$ cat src/lbp_grid_histogram_core_defines.svh
// lbp_grid_histogram_core_defines.svh: assertion macros for the lbp grid histogram core
// no dependencies; expects clk and rst in the scope of each use
`ifndef LBP_GRID_HISTOGRAM_CORE_DEFINES_SVH
`define LBP_GRID_HISTOGRAM_CORE_DEFINES_SVH

`ifndef ASSERT_OFF

`define LBP_ASSERT(label, prop) \
  label: assert property (@(posedge clk) disable iff (rst) prop) \
    else $error("lbp_grid: property failed");

`define LBP_ASSERT_NEVER(label, cond) \
  label: assert property (@(posedge clk) disable iff (rst) !(cond)) \
    else $error("lbp_grid: forbidden condition seen");

`else

`define LBP_ASSERT(label, prop)

`define LBP_ASSERT_NEVER(label, cond)

`endif

`endif

$ cat src/lbp_grid_ram.sv
// lbp_grid_ram.sv: generic single-write, single-read ram with registered read data
// no dependencies
module lbp_grid_ram #(
  parameter int WIDTH = 8,
  parameter int DEPTH = 256
) (
  input  logic                     clk,
  input  logic                     we,
  input  logic [$clog2(DEPTH)-1:0] waddr,
  input  logic [WIDTH-1:0]         wdata,
  input  logic [$clog2(DEPTH)-1:0] raddr,
  output logic [WIDTH-1:0]         rdata
);

  logic [WIDTH-1:0] mem [DEPTH];

  always_ff @(posedge clk) begin
    if (we) begin
      mem[waddr] <= wdata;
    end
    rdata <= mem[raddr];
  end

endmodule

$ cat config.mk
export PLATFORM = sky130hd
export DESIGN_NAME = lbp_grid_ram
export DESIGN_NICKNAME = d
export VERILOG_FILES = /design/src/lbp_grid_histogram_core_defines.svh /design/src/lbp_grid_ram.sv
export SDC_FILE = /design/constraint.sdc
export NUM_CORES = 2
export LEC_CHECK = 0
export BUFFER_PORTS_ARGS = -buffer_cell sky130_fd_sc_hd__buf_2
export CORE_MARGIN = 2
export CORE_UTILIZATION = 40
export DETAILED_ROUTE_END_ITERATION = 8
export GPL_TIMING_DRIVEN = 0
export PLACE_DENSITY = 0.58
export SKIP_CTS_REPAIR_TIMING = 1
export SYNTH_ARGS = -nofsm -noshare
export SYNTH_HDL_FRONTEND = slang
export SYNTH_SLANG_ARGS = --single-unit
$ cat constraint.sdc
create_clock -name clk -period 3 [get_ports clk]
set_input_delay 0.75 -clock clk [delete_from_list [all_inputs] [get_ports clk]]
set_output_delay 0.75 -clock clk [all_outputs]
set_load 0.03 [all_outputs]
==> Word-level counts from Yosys, hierarchy flattened <==
Memories as Yosys holds them, arrays and structs flattened. A register that Yosys moved wholly into a read port is not among the register bits.
Cells that the tools add are included.
{ "word_totals": {"register_bits": 0, "mem_bits_rw": 2048, "input_bits": 26, "out_inout_bits": 8, "n_memories": 1} }
{ "op_classes": {"muxes": 2} }
{ "memory_table": {"columns": ["name", "words", "width", "read_ports", "rd_ports_with_merged_regs", "write_ports", "line_no", "text"], "rows": [
  ["mem", 256, 8, 1, 1, 1, "lbp_grid_ram.sv:15", "logic [WIDTH-1:0] mem [DEPTH];"]
]} }
{ "op_table": {"columns": ["cell", "n"], "rows": [
  ["$mux W1", 2]
]} }

==> Longest topological paths before layout <==
{ "depth": {"depth_word": 2, "mapped_depth": 11} }

==> Worst setup path after synthesis <==
OpenSTA, ideal clock, no wires.
{ "synth_timing": {"path_type": "input to register", "from": "input port raddr[0]", "to": "register rdata[2], read port of mem", "setup_time_ns": 0.131, "arrival_ns": 2.557, "setup_slack_ns": 0.312, "path_stages": 9, "n_path_buf": 4, "cell_sequence": "buf_6 > buf_12 > buf_8 > buf_2 > mux4_2 > a22oi_1 > a21oi_1 > nor4_1 > nor4_2"} }
{ "synth_lines": {"columns": ["item", "line_no", "text"], "rows": [
  ["start, declared", "lbp_grid_ram.sv:11", "input logic [$clog2(DEPTH)-1:0] raddr,"],
  ["end, declared", "lbp_grid_ram.sv:12", "output logic [WIDTH-1:0] rdata"]
]} }

==> Final worst setup path <==
{ "layout_timing": {"from": "input port waddr[2]", "to": "memory mem[68][7], enable pin"} }
{ "layout_lines": {"columns": ["item", "line_no", "text"], "rows": [
  ["start, declared", "lbp_grid_ram.sv:9", "input logic [$clog2(DEPTH)-1:0] waddr,"],
  ["end, declared", "lbp_grid_ram.sv:15", null]
]} }
No word-level cell before the write port.

==> results.md <==
- Status: finished, violations left
- Failing checks: setup timing
- Worst Hold Class: in2reg
- Ports placed on the boundary: 34
- Die X-Extent: 450 um
- Post-synth cell types: 55
- Final setup violating endpoints: 422
- Wire length of the first global-routing pass: 333 mm
- Number of I/O port buffers: 26
- Number of warning messages in the yosys log: 0
- Total standard cell area after synthesis: 79,600 um2
- Worst setup SP type: input port
- Clock tree from TritonCTS: done
- Overall die height: 450 um
- Register cell area after layout: 61,700 um2
- Leftover overflow at the end of global routing: 0
- Final Wtd Congestion: 0.930
- Ordered cell list for the critical path: clkbuf_1, nor2b_1, clkbuf_1, nand3_1, clkbuf_2, nor2_1
- Power density cells: 653 nW/um2
- Leakage power: 27.7 nW
- Number of fill cells: 16,700
- Core Region: 197,000 um2
- Syn Area/Cell: 21.3 um2
- Max rail drop VDD: 0.569 mV
- Top flip-flop cell by instance count after synthesis: sky130_fd_sc_hd__edfxtp_1
- Total area of multi-input combinational cells: 17,600 um2
- H-tree depth: 4
- Mapped Cells: 3,733
- Setup CP Type: in2reg
- Number of enable-type register cells in the synthesized netlist: 2,048
- PnR Total Power: 0.0595 W
- Count of buffering cells on the critical path with inverters included: 3
- Post-synthesis to final-layout area growth: 14.6%
- Time the worst path needs with I/O delays and setup: 3.25 ns
- Cts bufs inserted: 201
- First-iteration detailed-routing DRC count: 6,147
- CTS max path bufs: 3
- Via count normalized by instance count: 6.07
- Worst path setup slack after routing: -0.255 ns
- Most repeated library cell on the critical path: sky130_fd_sc_hd__clkbuf_1
- Final Hold Fails: 0
- FFs w/ async S/R, synth: 0%
- Minimum setup slack after placement: -3.11 ns
- RSZ-0062 raised after global routing: yes
- Count of max-cap constraint violations: 0
- Arrival time of data at the critical path endpoint: 3.72 ns
- Share of layout cells above drive strength 1: 28.2%
- Worst Max-Slew Pin Slew: 1.35 ns
- Part of the Yosys area used for sequential elements: 77.5%
- CTS root buf: sky130_fd_sc_hd__clkbuf_16
- Antenna Nets Post-Route: 0
- Starting density of the core: 40.3%
- Register bit count reported by yosys: 2,056
- Max-slew violations: 0
- Clock net sink count: 2,056
- Critical path required time: 3.46 ns
- Final worst hold slack: 0.290 ns
- Critical path endpoint category: flip-flop
- Vias in the first global route: 40,200
- Largest fanout of any net on the critical path: 10
- Pin count of the biggest net entering global routing: 153
- Number of nets in the synthesized netlist: 3,759
- Routed vias: 41,300
- DP Area: 83,500 um2
- Fmax: 0.307 GHz
- Portion of the clock cycle consumed by the worst path in the final layout: 108%
- Average routed wire per standard cell: 36.2 um
- Total wirelength of the detailed-routed design: 246 mm
- Detailed Routing Iterations Pass 1: 8
- Estimated wirelength of the detail-placed design: 163 mm
- Top library cells by usage in the layout, fill and taps aside: sky130_fd_sc_hd__edfxtp_1, sky130_fd_sc_hd__mux4_2, sky130_fd_sc_hd__clkbuf_16
- Global routing usage summed across all routing layers: 24.0%
- Number of nets in the final layout: 4,007
- Clock slew seen by the registers of the worst setup and hold paths: 0.06 ns
- Dominant delay contributor by cell family on the critical path: buffers and inverters
- Initial antenna violation count: 17
- Worst-path cell with the longest stage delay: sky130_fd_sc_hd__nor2_1
- Max-slew headroom at the worst pin: 9.64%
- Later-pin clock latency in the skew report: 0.85 ns
- Post-route clock skew: 0.0367 ns
- Leading cell type in the layout, fill and taps excluded: sky130_fd_sc_hd__edfxtp_1
- Number of cell rows: 163
- Area of the die: 202,000 um2
- Worst stage delay on the critical path: 0.90 ns
- DRC errors left: 0
- Non-Filler Cell Area, Final: 91,100 um2
## layout make-up
type / count / area share [%]
multi-input combinational: 1442 / 19.3
clock inverter: 93 / 0.883
tap: 2640 / 3.62
antenna: 7 / 0.0192
buffer: 230 / 1.86
clock buffer: 278 / 5.90
timing repair buffer: 48 / 0.719
sequential: 2056 / 67.7
inverter: 2 / 0.00824
## synth_stat cells, drive strengths merged (2+ instances only)
library cell | number | area share [%]
a2111oi | 5 | 0.066
a211oi | 16 | 0.15
a21oi | 96 | 0.60
a221oi | 14 | 0.16
a22o | 8 | 0.088
a22oi | 133 | 1.3
a311oi | 2 | 0.022
a31oi | 2 | 0.016
and2 | 6 | 0.047
and3b | 2 | 0.022
buf | 122 | 1.3
clkbuf | 111 | 0.52
dfxtp | 8 | 0.20
edfxtp | 2048 | 77
mux2i | 134 | 1.7
mux4 | 456 | 13
nand2 | 33 | 0.16
nand2b | 8 | 0.063
nand3 | 34 | 0.21
nand3b | 2 | 0.019
nand4 | 10 | 0.079
nor2 | 282 | 1.3
nor2b | 31 | 0.24
nor3 | 22 | 0.14
nor4 | 27 | 0.24
o211ai | 10 | 0.094
o21ai | 12 | 0.075
o221ai | 47 | 0.53
o22a | 5 | 0.055
o22ai | 28 | 0.22
o32ai | 5 | 0.064
or2 | 4 | 0.031
## logic make-up (layout without fill, tap and decap cells)
group / count (synthesis) / count (layout) / synth area share [%]
AND/OR/NAND/NOR: 466 / 466 / 2.63
flip-flops: 2056 / 2056 / 77.5
AO/OA/AOI/OAI: 385 / 385 / 3.42
multiplexers: 591 / 591 / 14.6
other: 0 / 7 / 0
buffers and inverters: 235 / 651 / 1.83
## stage by stage
stage / util, % / cells / setup TNS [ns]
finish: 46.2 / 6796 / -26.05
global route: 46.2 / 6790 / -23.16
CTS: 45.4 / 6785 / -60.79
detailed placement: 42.3 / 6414 / -1263.48
global placement: 42.0 / 6399 / -5995.67
floorplan: - / 3733 / 0
## power by group
group	total, W	internal [W]	switching (W)
logic	0.00368	0.00113	0.00255
registers	0.0317	0.0317	0.0000170
clock network	0.0241	0.0132	0.0110
## worst paths after layout
check / from / end / slack (ns) / depth (start not counted)
worst min-delay path: wdata[1] / mem[208][1] / 0.29 / 1
worst min register to register: mem[41][3] / rdata[3] / 1.39 / 6
worst max-delay path: waddr[2] / mem[68][7] / -0.25 / 6
worst max register to register: mem[82][3] / rdata[3] / 0.38 / 6
## registers in the layout, indices dropped and copies added, names as in the netlist
| signal | count |
|---|---|
| mem | 2048 |
| rdata | 8 |
## per-layer routing
| layer | wire length [um] | global-route usage [%] |
|---|---|---|
| met3 | 27000 | 6.55 |
| met1 | 94900 | 32.7 |
| met2 | 114000 | 37.0 |
| met5 | 168 | 0 |
| met4 | 9940 | 8.98 |
No activity file was read; power rests on OpenSTA's default activity.
